$ cat src/hdl/wes_pkg.sv
package wes_pkg;

  // Sizes fixed by the item formats
  localparam int CELLS_DEFAULT = 1024;
  localparam int ACTIVE_W      = 11;
  localparam int ACTIVE_MIN    = 3;
  localparam int INDEX_W       = 10;
  localparam int COEF_W        = 17;
  localparam int DISP_W        = 32;
  localparam int POS_MAX_W     = 16;
  localparam int QUEUE_DEPTH   = 4;

  localparam logic [ACTIVE_W-1:0] ACTIVE_RESET = 11'd1024;
  localparam logic [COEF_W-1:0]   BETA_ONE     = 17'd65536;

  // Opcodes
  localparam logic OP_LOAD   = 1'b0;
  localparam logic OP_UPDATE = 1'b1;

  typedef struct packed {
    logic                     opcode;
    logic [INDEX_W-1:0]       coefficient_index;
    logic [COEF_W-1:0]        coefficient_value;
    logic signed [DISP_W-1:0] left_boundary_value;
  } in_item_t;

  typedef struct packed {
    logic [INDEX_W-1:0]       cell_index;
    logic signed [DISP_W-1:0] new_displacement;
    logic                     sweep_done;
    logic                     stability_error;
  } out_item_t;

  // Classified command handed from the front to the back
  typedef struct packed {
    logic                     is_update;
    logic [POS_MAX_W-1:0]     pos;
    logic                     first;
    logic                     last;
    logic                     cur_bank;
    logic                     load_en;
    logic [COEF_W-1:0]        coef;
    logic signed [DISP_W-1:0] boundary;
  } cmd_t;

endpackage

$ cat src/hdl/wes_queue.sv
module wes_queue (
  input  logic          clk,
  input  logic          rst_n,
  input  logic          push,
  input  wes_pkg::cmd_t push_cmd,
  input  logic          pop,
  output wes_pkg::cmd_t head,
  output logic          not_empty,
  output logic          full
);

  import wes_pkg::*;

  localparam int PTR_W = $clog2(QUEUE_DEPTH);

  cmd_t             slot_r [QUEUE_DEPTH];
  logic [PTR_W-1:0] wr_ptr_r;
  logic [PTR_W-1:0] rd_ptr_r;
  logic [PTR_W:0]   count_r;
  logic [PTR_W:0]   count_nxt;

  assign head      = slot_r[rd_ptr_r];
  assign not_empty = (count_r != '0);
  assign full      = (count_r == (PTR_W + 1)'(QUEUE_DEPTH));
  assign count_nxt = count_r + (PTR_W + 1)'(push) - (PTR_W + 1)'(pop);

  always_ff @(posedge clk) begin
    if (push) begin
      slot_r[wr_ptr_r] <= push_cmd;
    end
  end

  always_ff @(posedge clk) begin
    if (!rst_n) begin
      wr_ptr_r <= '0;
      rd_ptr_r <= '0;
      count_r  <= '0;
    end else begin
      if (push) begin
        wr_ptr_r <= wr_ptr_r + 1'b1;
      end
      if (pop) begin
        rd_ptr_r <= rd_ptr_r + 1'b1;
      end
      count_r <= count_nxt;
    end
  end

endmodule

$ cat config.mk
export PLATFORM = sky130hd
export DESIGN_NAME = wes_queue
export DESIGN_NICKNAME = d
export VERILOG_FILES = /design/src/hdl/wes_pkg.sv /design/src/hdl/wes_queue.sv
export SDC_FILE = /design/constraint.sdc
export NUM_CORES = 1
export LEC_CHECK = 0
export ABC_AREA = 1
export BUFFER_PORTS_ARGS = -buffer_cell sky130_fd_sc_hd__buf_4
export CAP_MARGIN = 40
export CORE_ASPECT_RATIO = 0.9
export CORE_MARGIN = 2
export CORE_UTILIZATION = 56
export CTS_CLUSTER_DIAMETER = 30
export DETAILED_ROUTE_END_ITERATION = 10
export PLACE_DENSITY = 0.77
export SLEW_MARGIN = 20
export SYNTH_ARGS = -nofsm -noshare
export SYNTH_HDL_FRONTEND = slang
export SYNTH_SLANG_ARGS = --single-unit
export TNS_END_PERCENT = 50
$ cat constraint.sdc
create_clock -name clk -period 6.2 [get_ports clk]
set_input_delay 0 -clock clk [delete_from_list [all_inputs] [get_ports clk]]
set_output_delay 0 -clock clk [all_outputs]
set_load 0.03 [all_outputs]
==> flow_summary.json <==
{
  "status": "finished, final reports clean",
  "routedWlPerCell_um": 15.8,
  "fmax_ghz": 0.401,
  "clk_path_buf_depth": 3,
  "cts_sinks": 289,
  "netlist_top_cells_count": "280 x edfxtp_1, 155 x inv_1, 150 x nand2_1",
  "maxSlewViolCount": 0,
  "ant_nets": 0,
  "rows": 50,
  "crit_family": "buffers and inverters",
  "numPortBuffers": 145,
  "cts_resized": 0,
  "synth_area_leaders": "edfxtp_1 71%, o211ai_2 7.4%, inv_1 4.9%",
  "max_stage_delay_ps": 700,
  "maxCapViolations": 0,
  "ys_types": 17,
  "vias_per_cell": 5.00,
  "diodes": 0,
  "ys_seq_area_frac": 0.721,
  "cts_buffers": 47,
  "fin_tns_setup_ps": 0,
  "pwr-share-seq": 0.424,
  "worst_pin_slew_ps": 798,
  "critPathRequiredTime_ps": 6200,
  "p_int_mw": 4.05,
  "die_w_um": 158,
  "syn_avg_cell_area_um2": 13.7,
  "hold_class": "in2reg",
  "synth_top_area_share": 0.706,
  "min_period_over_period": 0.402,
  "clk_pin_slew_ps": 50,
  "cp_common_cell": "buf_4",
  "grt_max_degree": 83,
  "rsz0062_at_grt": "no",
  "worstPathArrival_ps": 2490,
  "overflow": 0,
  "power_frac_comb": 0.116,
  "p_leak_nw": 6.02,
  "path_buf_inv": 2,
  "crit_slowest_cell": "dfxtp_4",
  "synth_ff_type": "edfxtp_1",
  "fin_hold_ws_ps": 208,
  "syn_area_um2": 11900,
  "area_delta_synth_final_pct": 29.0,
  "grt_pass1_vias": 7147,
  "drc": 0,
  "gp_congestion": 0.721,
  "worst_slack_ps": 3710,
  "synth_nets": 953,
  "yosysWarnings": 0,
  "core_area_um2": 20800,
  "min_period_ps": 2490,
  "num_vias": 7155,
  "drtIter0Drc": 413,
  "dr.pass1.iters": 5,
  "clock_latency_ps": 530,
  "place_ws_ps": 4110,
  "drive_gt1_frac": 0.270,
  "powerDensity_nw_per_um2": 348,
  "antenna_found_initial": 1,
  "synth-seq-cells": 289,
  "swShare": 0.243,
  "end_kind": "output port",
  "yosys.area.top_type": "edfxtp_1",
  "peakVddDrop_uv": 258,
  "power_switching_mw": 1.30,
  "dieArea_um2": 22400,
  "cts.htree.levels": 2,
  "maxSlewHeadroom": 0.468,
  "dpl.hpwl_mm": 12.2,
  "postCtsSetupBuffers": 0,
  "dieHeight_um": 142,
  "drt_wl_total_mm": 22.6,
  "cts_tree": "built",
  "track_usage": 0.201,
  "async_flop_share": 0,
  "finClkSkew_ps": 20.4,
  "setup_violations": 0,
  "p_clk_frac": 0.459,
  "hold_violations": 0,
  "fin_nets": 1187,
  "yosys.cell_count.top_type": "edfxtp_1",
  "path_cells": "buf_4 > o211ai_2 > nand2_1 > buf_4",
  "crit_fanout": 53,
  "syn_inst": 872,
  "synth_edf_count": 280,
  "clock-root-buffer": "clkbuf_16",
  "start_util": 0.572,
  "io_pins": 146,
  "critical_path_class": "reg2out",
  "critPathLaunchType": "flop",
  "grt_pass1_wl_mm": 35.2
}
registers in the layout (all words and copies together), names as in the netlist, named ones only:
signal	cells
slot_r	280
count_r	3
rd_ptr_r	2
wr_ptr_r	2
final timing paths:
kind	startpoint	end	slack, ps	depth (start not counted)
worst max-delay path	flop	head[10]	3710	4
worst min-delay path	push_cmd[27]	slot_r[3][27]	210	2
worst max register to register	wr_ptr_r[1]	slot_r[1][7]	4130	5
worst min register to register	rd_ptr_r[1]	flop	440	2
final cells by class:
cell class / count / area (um2)
Clock buffer: 52 / 1220
Fill cell: 1283 / 5470
Inverter: 155 / 587
Multi-Input combinational cell: 381 / 2300
Tap cell: 286 / 358
Timing Repair Buffer: 232 / 1980
Sequential cell: 289 / 8600
Clock inverter: 35 / 320
power groups by stage:
stage	registers (mW)	logic (mW)	clock network (mW)
floorplan	2.30	0.388	0
global placement	2.30	0.563	0
detailed placement	2.31	0.577	0
CTS	2.27	0.620	2.49
global route	2.27	0.674	2.59
finish	2.27	0.621	2.46
through the flow:
step	cell area [um2]	util	instances	power, mW
2_1_floorplan	11900	-	872	2.68
3_3_place_gp	13000	0.624	1265	2.87
6_report	15400	0.737	1430	5.35
5_1_grt	15400	0.737	1430	5.54
4_1_cts	15300	0.735	1428	5.38
3_5_place_dp	13000	0.626	1267	2.88
worst register-to-register path: stages, from the launching register on:
cell      delay [ps]
dfxtp_1          320
inv_1            100
ha_1             150
nand2_1           60
clkinv_2         410
buf_4            630
repair_timing:
| action | 4_1_cts | 5_1_grt |
|---|---|---|
| setup endpoints to repair | 0 | 0 |
| hold buffers | 74 | 0 |
| endpoints found under the hold margin | 289 | 0 |
cells in the final DEF, fill, tap and decap left out, drive strengths merged:
cell type / synthesis / layout
dfxtp: 9 / 9
nor2: 2 / 2
nand3: 2 / 2
clkinvlp: 0 / 10
ha: 6 / 6
dlygate4sd3: 0 / 74
o21ai: 74 / 74
buf: 43 / 158
bufinv: 0 / 4
o211ai: 70 / 70
a21oi: 76 / 76
fa: 1 / 1
inv: 155 / 153
clkinv: 0 / 23
nand2: 150 / 150
edfxtp: 280 / 280
clkbuf: 4 / 52
cell families (layout without fill, tap and decap cells):
| logic type | Yosys count | count (layout) | share of synthesized area |
|---|---|---|---|
| buf+inv | 202 | 474 | 0.0853 |
| compound gates | 220 | 220 | 0.137 |
| fa+ha+maj | 7 | 7 | 0.00799 |
| simple gates | 154 | 154 | 0.0488 |
| flops | 289 | 289 | 0.721 |
metal layers:
metal  wire length, um  track usage
met5                13            0
met4               347       0.0550
met3              1600       0.0551
met2             11200        0.344
met1              9410        0.254
Power figures use the tool's default switching activity.
