[config.mk]
export PLATFORM = sky130hd
export DESIGN_NAME = wes_front
export DESIGN_NICKNAME = d
export VERILOG_FILES = /design/src/hdl/wes_pkg.sv /design/src/hdl/wes_front.sv
export SDC_FILE = /design/constraint.sdc
export NUM_CORES = 1
export LEC_CHECK = 0
export BUFFER_PORTS_ARGS = -buffer_cell sky130_fd_sc_hd__buf_2
export CORE_AREA = 5 5 82 84
export CTS_BUF_LIST = sky130_fd_sc_hd__clkbuf_4 sky130_fd_sc_hd__clkbuf_8
export CTS_CLUSTER_DIAMETER = 100
export DETAILED_ROUTE_END_ITERATION = 8
export DIE_AREA = 0 0 87 89
export HOLD_SLACK_MARGIN = 0.03
export PLACE_DENSITY = 0.83
export SYNTH_ARGS = -nofsm -noshare
export SYNTH_HDL_FRONTEND = slang
export SYNTH_SLANG_ARGS = --single-unit
export TNS_END_PERCENT = 30
[constraint.sdc]
create_clock -name clk -period 13.25 [get_ports clk]
set_input_delay 2.65 -clock clk [delete_from_list [all_inputs] [get_ports clk]]
set_output_delay 2.65 -clock clk [all_outputs]
set_load 0.02 [all_outputs]
[src/hdl/wes_pkg.sv]
package wes_pkg;

  // Sizes fixed by the item formats
  localparam int CELLS_DEFAULT = 1024;
  localparam int ACTIVE_W      = 11;
  localparam int ACTIVE_MIN    = 3;
  localparam int INDEX_W       = 10;
  localparam int COEF_W        = 17;
  localparam int DISP_W        = 32;
  localparam int POS_MAX_W     = 16;
  localparam int QUEUE_DEPTH   = 4;

  localparam logic [ACTIVE_W-1:0] ACTIVE_RESET = 11'd1024;
  localparam logic [COEF_W-1:0]   BETA_ONE     = 17'd65536;

  // Opcodes
  localparam logic OP_LOAD   = 1'b0;
  localparam logic OP_UPDATE = 1'b1;

  typedef struct packed {
    logic                     opcode;
    logic [INDEX_W-1:0]       coefficient_index;
    logic [COEF_W-1:0]        coefficient_value;
    logic signed [DISP_W-1:0] left_boundary_value;
  } in_item_t;

  typedef struct packed {
    logic [INDEX_W-1:0]       cell_index;
    logic signed [DISP_W-1:0] new_displacement;
    logic                     sweep_done;
    logic                     stability_error;
  } out_item_t;

  // Classified command handed from the front to the back
  typedef struct packed {
    logic                     is_update;
    logic [POS_MAX_W-1:0]     pos;
    logic                     first;
    logic                     last;
    logic                     cur_bank;
    logic                     load_en;
    logic [COEF_W-1:0]        coef;
    logic signed [DISP_W-1:0] boundary;
  } cmd_t;

endpackage

[src/hdl/wes_front.sv]
module wes_front #(
  parameter int CELLS = wes_pkg::CELLS_DEFAULT
) (
  input  logic                         clk,
  input  logic                         rst_n,
  input  logic                         in_valid,
  output logic                         in_ready,
  input  wes_pkg::in_item_t            in_item,
  input  logic                         cfg_valid,
  output logic                         cfg_ready,
  input  logic [wes_pkg::ACTIVE_W-1:0] cfg_data,
  input  logic                         clearing,
  input  logic                         q_full,
  output logic                         push,
  output wes_pkg::cmd_t                push_cmd
);

  import wes_pkg::*;

  localparam int PW = $clog2(CELLS);
  localparam int CW = (PW + 1 > ACTIVE_W) ? PW + 1 : ACTIVE_W;

  logic [ACTIVE_W-1:0] active_cells_r;
  logic [PW-1:0]       sweep_pos_r;
  logic [PW-1:0]       sweep_pos_nxt;
  logic                bank_sel_r;
  logic                bank_sel_nxt;
  logic [CW-1:0]       act_w;
  logic [CW-1:0]       n_w;
  logic [PW:0]         n;
  logic [PW-1:0]       pos_eff;
  logic [PW:0]         pos_plus;
  logic                accept;
  logic                is_update;
  logic                last;

  assign cfg_ready = 1'b1;
  assign in_ready  = !q_full && !clearing;
  assign accept    = in_valid && in_ready;
  assign is_update = (in_item.opcode == OP_UPDATE);
  assign push      = accept;

  // Clamp the active count to [3, CELLS]
  always_comb begin
    act_w = CW'(active_cells_r);
    if (act_w < CW'(ACTIVE_MIN)) begin
      n_w = CW'(ACTIVE_MIN);
    end else if (act_w > CW'(CELLS)) begin
      n_w = CW'(CELLS);
    end else begin
      n_w = act_w;
    end
  end

  assign n        = n_w[PW:0];
  assign pos_eff  = ({1'b0, sweep_pos_r} >= n) ? '0 : sweep_pos_r;
  assign pos_plus = {1'b0, pos_eff} + (PW + 1)'(1);
  assign last     = (pos_plus >= n);

  always_comb begin
    push_cmd           = '0;
    push_cmd.is_update = is_update;
    push_cmd.coef      = in_item.coefficient_value;
    push_cmd.boundary  = in_item.left_boundary_value;
    push_cmd.cur_bank  = bank_sel_r;
    if (is_update) begin
      push_cmd.pos   = POS_MAX_W'(pos_eff);
      push_cmd.first = (pos_eff == '0);
      push_cmd.last  = last;
    end else begin
      push_cmd.pos     = POS_MAX_W'(in_item.coefficient_index);
      push_cmd.load_en = (32'(in_item.coefficient_index) < 32'(CELLS));
    end
  end

  always_comb begin
    sweep_pos_nxt = sweep_pos_r;
    bank_sel_nxt  = bank_sel_r;
    if (accept && is_update) begin
      if (last) begin
        sweep_pos_nxt = '0;
        bank_sel_nxt  = !bank_sel_r;
      end else begin
        sweep_pos_nxt = pos_plus[PW-1:0];
      end
    end
  end

  always_ff @(posedge clk) begin
    if (!rst_n) begin
      active_cells_r <= ACTIVE_RESET;
      sweep_pos_r    <= '0;
      bank_sel_r     <= 1'b0;
    end else begin
      if (cfg_valid && cfg_ready) begin
        active_cells_r <= cfg_data;
      end
      sweep_pos_r <= sweep_pos_nxt;
      bank_sel_r  <= bank_sel_nxt;
    end
  end

endmodule

==> results.ini, run 1 <==
[placement]
dp_slack_ns=6.10
gp_congestion=0.863
io_buffers=44
placed_cell_area_sq_mm=0.00212
post-place-cells=347
place_hpwl_um=3970

[hold_path]
min_path_cells=2
min_to=sweep_pos_r[0]
hold_path_class=flop to flop
worstHoldStart=sweep_pos_r[0]

[run_status]
status=finished clean

[worst_setup_path]
cp.arrival_ns=4.82
r2r-end=sweep_pos_r[8]
reg2reg_depth=20
start_kind=flop
cp-end-kind=output pin
cp_slowest_stage_delay_ns=0.58
worstPathRequired_ns=10.60
crit_chain=nor4_1 -> a21o_1 -> nand2_1 -> ha_1 -> a211oi_1 -> or3_1 -> a21oi_4 -> nor2_1 -> ha_1 -> nand3_1 -> nor2_1 -> nand2_1 -> xor2_1 -> nor2_1 -> ha_1 -> a211oi_2 -> o2bb2ai_1 -> nor3_1 -> buf_2
crit_path_max_fanout=28
critPathKind=flop to output pin
slowest_stage=a21oi_4
reg2reg_slack_ns=8.06
reg2reg_from=act_w[5]

[sta]
drv_slew=0
setup_slack_ns=5.78
fmax_ghz=0.134
fin_crit_ns=7.47
hold_viol_final=0
rsz0062_at_grt=no
finalSetupViolations=0
slew_headroom=0.541
fin_skew_ns=0.00751
setup_tns_ns=0
fin_crit_sh=0.564
worst_slew_pin_slew_ns=0.687

[synthesis]
synth_warnings=0
synth_area_leaders=dfxtp_1 19%, buf_4 19%, ha_1 13%
synthCells=293
synth_area_leader_cell=dfxtp_1
ys_types=46
ys_seq_area_frac=0.193
asyncSetResetFlopFracSynth=0
ys_ff_latch=22
ys.flop_type=dfxtp_1
syn_area_per_cell_sq_um=7.79
synthesis.area_sq_mm=0.00228
ys_top_cells_by_count=58 x buf_4, 31 x nand2_1, 28 x nor2_1
synth_edf_count=0
synth_top_area_share=0.193
synth_most_common_cell=buf_4

[final_layout]
fin_util=0.373
nets=377
num_antenna_cells=0
areaGrowthSynthToFinish_pct=-4.55
fin_area_sq_mm=0.00218
layout-drive-gt1-share=0.203
final_cells=351

[global_routing]
grt_max_degree=29
grt_pass1_vias=1815
antenna_found_initial=0
grt_util_all_layers=0.129
grt-ovfl-total=0
grt_pass1_wl_um=8130

[clock_tree]
cts_root_buf=clkbuf_8
cts.sinks=22
cts_buffers=3
cts_resized=0
cts_max_path_buffers=2
insertion_delay_ns=0.27
h-tree-depth=1
hold_buffers=0
path_clk_slew_ns=0.09
postCtsSetupBuffers=0
cts_tree=built

[floorplanning]
fp.coreArea_sq_mm=0.00585
die_h_um=89
core.rowCount=28
initial_core_util=0.390
die_area_sq_mm=0.00774
ios=150
die_x_um=87

[drt]
wl_per_cell_um=14.4
first_pass_iters=4
drt_iter0_markers=56
post_drt_via_cell_ratio=5.23
ant_nets=0
vias=1837
wirelength_um=5070
drc=0

[power_and_ir_drop]
ir_worst_vdd_mv=0.0632
p_leak_nw=0.996
p_per_area_mw_per_mm2=71.2

[flow_run]
cap_violations=0

worst max-delay path by stage:
stage	startpoint	to	slack, ns	depth (start not counted)
CTS	act_w[5]	push_cmd[51]	5.81	19
global route	act_w[5]	push_cmd[51]	5.30	19
detailed placement	act_w[5]	push_cmd[51]	6.10	19
global placement	act_w[5]	push_cmd[51]	6.28	19
finish	act_w[5]	push_cmd[51]	5.78	19
floorplan	in_item[59]	push_cmd[51]	6.76	4
stage by stage:
| stage | hold WS [ns] | total power (W) |
|---|---|---|
| global route | 0.514 | 0.000163 |
| global placement | 0.483 | 0.000106 |
| CTS | 0.492 | 0.000155 |
| detailed placement | 0.481 | 0.000107 |
| floorplan | 0.459 | 0.000120 |
| finish | 0.493 | 0.000155 |
worst max-delay path: cells and delay by family, from the launching register on:
kind                       cells  cell delay, ns
adders and majority gates      3            0.93
DFF                            1            0.33
xor gates and xnor gates       1            0.19
AOI/OAI and AO/OA              5            1.28
buffers and inverters          1            0.18
and+or+nand+nor                9            1.65
where the power goes:
part | switching [W] | total [W] | internal, W
Combinational | 0.0000226 | 0.0000357 | 0.0000131
Clock | 0.0000231 | 0.0000496 | 0.0000265
Sequential | 0.00000158 | 0.0000699 | 0.0000683
state kept, by name, summed over array words and instances, names as in the netlist:
name / count
act_w: 11
sweep_pos_r: 10
bank_sel_r: 1
layer usage:
| metal | global-route usage | up-vias | part of all wire | wire length, um |
|---|---|---|---|---|
| li1 | - | 919 | - | - |
| met1 | 0.138 | 829 | 0.40 | 2030 |
| met2 | 0.250 | 70 | 0.52 | 2650 |
| met3 | 0.0175 | 19 | 0.058 | 294 |
| met4 | 0.0567 | 0 | 0.019 | 97 |
| met5 | 0 | - | 0 | 0 |
final cells by class:
class,count,area (sq um)
repair buffers,44,220
flip-flops and latches,22,440
clock buffers,4,55.1
fillers,590,3670
inverters,8,30.0
well taps,75,93.8
multi-input cells,198,1340
cells in the final DEF (no fill, tap or decap), types with 4 or more instances in the layout:
cell	n
xnor2_1	7
dfxtp_1	22
nand3_1	6
nor4_1	7
buf_2	44
mux2i_1	10
inv_1	8
a211oi_1	4
nand2b_1	4
o2bb2ai_1	7
nor2_1	28
a211o_1	4
ha_1	23
nand2_1	31
or3_1	5
nor3_1	7
conb_1	7
a21o_1	4
a21oi_1	8
clkbuf_8	4
logic make-up after synthesis:
kind of cell	Yosys count	share of synthesized area
flip-flops	22	0.193
multiplexers	12	0.0537
adder cells (fa/ha/maj)	23	0.126
buffers and inverters	78	0.228
XOR/XNOR	8	0.0307
AO/OA/AOI/OAI	47	0.157
AND/OR/NAND/NOR	101	0.208
other	2	0.00329
No activity file was read; power rests on OpenSTA's default activity.
==> run 2, diff against run 1 <==
==> constraint.sdc (replaced) <==
create_clock -name clk -period 7.8 [get_ports clk]
set_input_delay 1.56 -clock clk [delete_from_list [all_inputs] [get_ports clk]]
set_output_delay 1.56 -clock clk [all_outputs]
set_load 0.02 [all_outputs]
==> run 2 against run 1 <==
Against the previous run:
- worst setup slack worse by 4.3 ns
- combinational power up 68%
- largest power group unchanged
- largest cell class unchanged
- non-clock buffer count unchanged
==> results.ini, run 2 (synthesis results as in run 1) <==
[worst_setup_path]
critPathKind=flop to output pin
reg2reg_depth=20  ; unchanged
reg2reg_from=act_w[5]
start_kind=flop
r2r-end=sweep_pos_r[8]
reg2reg_slack_ns=2.67  ; -5.39 ns
worstPathRequired_ns=6.24  ; -4.36 ns
crit_path_max_fanout=28  ; unchanged
cp.arrival_ns=4.76  ; -0.06 ns
cp-end-kind=output pin

[global_routing]
antenna_found_initial=0  ; unchanged
grt_pass1_vias=1749  ; -3.6%
grt-ovfl-total=0  ; unchanged
grt_pass1_wl_um=7760  ; -4.5%
grt_max_degree=29  ; unchanged
grt_util_all_layers=0.124  ; -0.00500

[final_layout]
nFillCells=577  ; -2.2%
nets=377  ; unchanged
areaGrowthSynthToFinish_pct=-4.55  ; unchanged
largest_reg_flops=11  ; unchanged
num_antenna_cells=0  ; unchanged
final_cells=351  ; unchanged
layout-drive-gt1-share=0.203  ; unchanged
final_common_cell=buf_2
mostFrequentLayoutCells=44 x buf_2, 31 x nand2_1, 28 x nor2_1, 23 x ha_1, 22 x dfxtp_1

[placement]
place_hpwl_um=3870  ; -2.4%
post-place-cells=347  ; unchanged
io_buffers=44  ; unchanged
gp_congestion=0.863  ; unchanged

[sta]
fin_crit_ns=6.32
finalSetupViolations=0  ; unchanged
worst_slew_pin_slew_ns=0.685  ; -0.00263 ns
slew_headroom=0.543  ; +0.00176
fin_crit_sh=0.810
setup_tns_ns=0  ; unchanged
hold_viol_final=0  ; unchanged
rsz0062_at_grt=no
fin_skew_ns=0.00496  ; -0.00255 ns
drv_slew=0  ; unchanged
fmax_ghz=0.158

[drt]
drc=0  ; unchanged
wl_per_cell_um=13.8  ; -4.2%
post_drt_via_cell_ratio=5.15  ; -1.5%
ant_nets=0  ; unchanged
first_pass_iters=4  ; unchanged
wirelength_um=4860  ; -4.2%
vias=1809  ; -1.5%
drt_iter0_markers=39  ; -30%

[run_status]
status=finished clean

[power_and_ir_drop]
p_per_area_mw_per_mm2=120  ; +68%
ir_worst_vdd_mv=0.0580  ; -8.2%
p_leak_nw=0.996  ; unchanged

[clock_tree]
cts_resized=0  ; unchanged
cts_max_path_buffers=2  ; unchanged
cts.sinks=22  ; unchanged
insertion_delay_ns=0.26  ; about the same
h-tree-depth=1  ; unchanged
hold_buffers=0  ; unchanged
path_clk_slew_ns=0.08  ; about the same
postCtsSetupBuffers=0  ; unchanged
cts_root_buf=clkbuf_8
cts_tree=built
cts_buffers=3  ; unchanged

[floorplanning]
die_h_um=89  ; unchanged
initial_core_util=0.390  ; unchanged
die_area_sq_mm=0.00774  ; unchanged
ios=150  ; unchanged
core.rowCount=28  ; unchanged
die_x_um=87  ; unchanged
fp.coreArea_sq_mm=0.00585  ; unchanged

[flow_run]
cap_violations=0  ; unchanged

[hold_path]
hold_path_class=flop to flop
worstHoldStart=sweep_pos_r[0]
min_to=sweep_pos_r[0]
min_path_cells=2  ; unchanged

## run 2: cell counts in the layout (fill, tap and decap cells not counted)
Identical to the previous run, type by type.
## run 2: how the worst max path moves through the flow
stage / start / endpoint / slack [ns] / cells past startpoint
after floorplan: act_w[10] / push_cmd[51] / 2.41 / 18
after global placement: act_w[5] / push_cmd[51] / 1.92 / 19
after detailed placement: act_w[5] / push_cmd[51] / 1.80 / 19
after CTS: act_w[5] / push_cmd[51] / 1.49 / 19
after global routing: act_w[5] / push_cmd[51] / 1.01 / 19
final: act_w[5] / push_cmd[51] / 1.48 / 19
## run 2: power breakdown
part	switching (W)	internal, W
combinational	0.0000377	0.0000222
clock	0.0000378	0.0000450
sequential	0.00000268	0.000116
total	0.0000782	0.000183
## run 2: layout make-up
cell class                      instances  area, sq um  share of cell area
Timing Repair Buffer                   44          220               0.101
Multi-Input combinational cell        198         1340               0.615
Inverter                                8         30.0              0.0138
Tap cell                               75         93.8              0.0431
Sequential cell                        22          440               0.202
Clock buffer                            4         55.1              0.0253
## run 2: worst max-delay path, stage by stage, from the launching register on
cell and delay [ns]:
dfxtp_1 0.33, nor4_1 0.41, a21o_1 0.18, nand2_1 0.07, ha_1 0.30, a211oi_1 0.06
or3_1 0.39, a21oi_4 0.58, nor2b_1 0.17, ha_1 0.31, nand3_1 0.25, nor2_1 0.07
nand2_1 0.08, xor2_1 0.19, nor2_1 0.06, ha_1 0.33, a211oi_2 0.22, o2bb2ai_1 0.24
nor3_1 0.09, buf_2 0.17
## run 2: per-layer routing
layer  wire (um)  global-route usage
met1        2020               0.149
met4          93              0.0609
met5           0                   0
met3         269              0.0166
met2        2480               0.216
## run 2: through the flow
step           instance area [sq um]  utilization  power [W]  setup slack, ns  hold WS, ns
5_1_grt                         2180        0.373   0.000276             1.01        0.540
2_1_floorplan                   2300            -   0.000204             2.41        0.459
6_report                        2180        0.373   0.000261             1.48        0.494
3_3_place_gp                    2120        0.363   0.000180             1.92        0.483
4_1_cts                         2180        0.373   0.000264             1.49        0.494
3_5_place_dp                    2120        0.363   0.000181             1.80        0.481
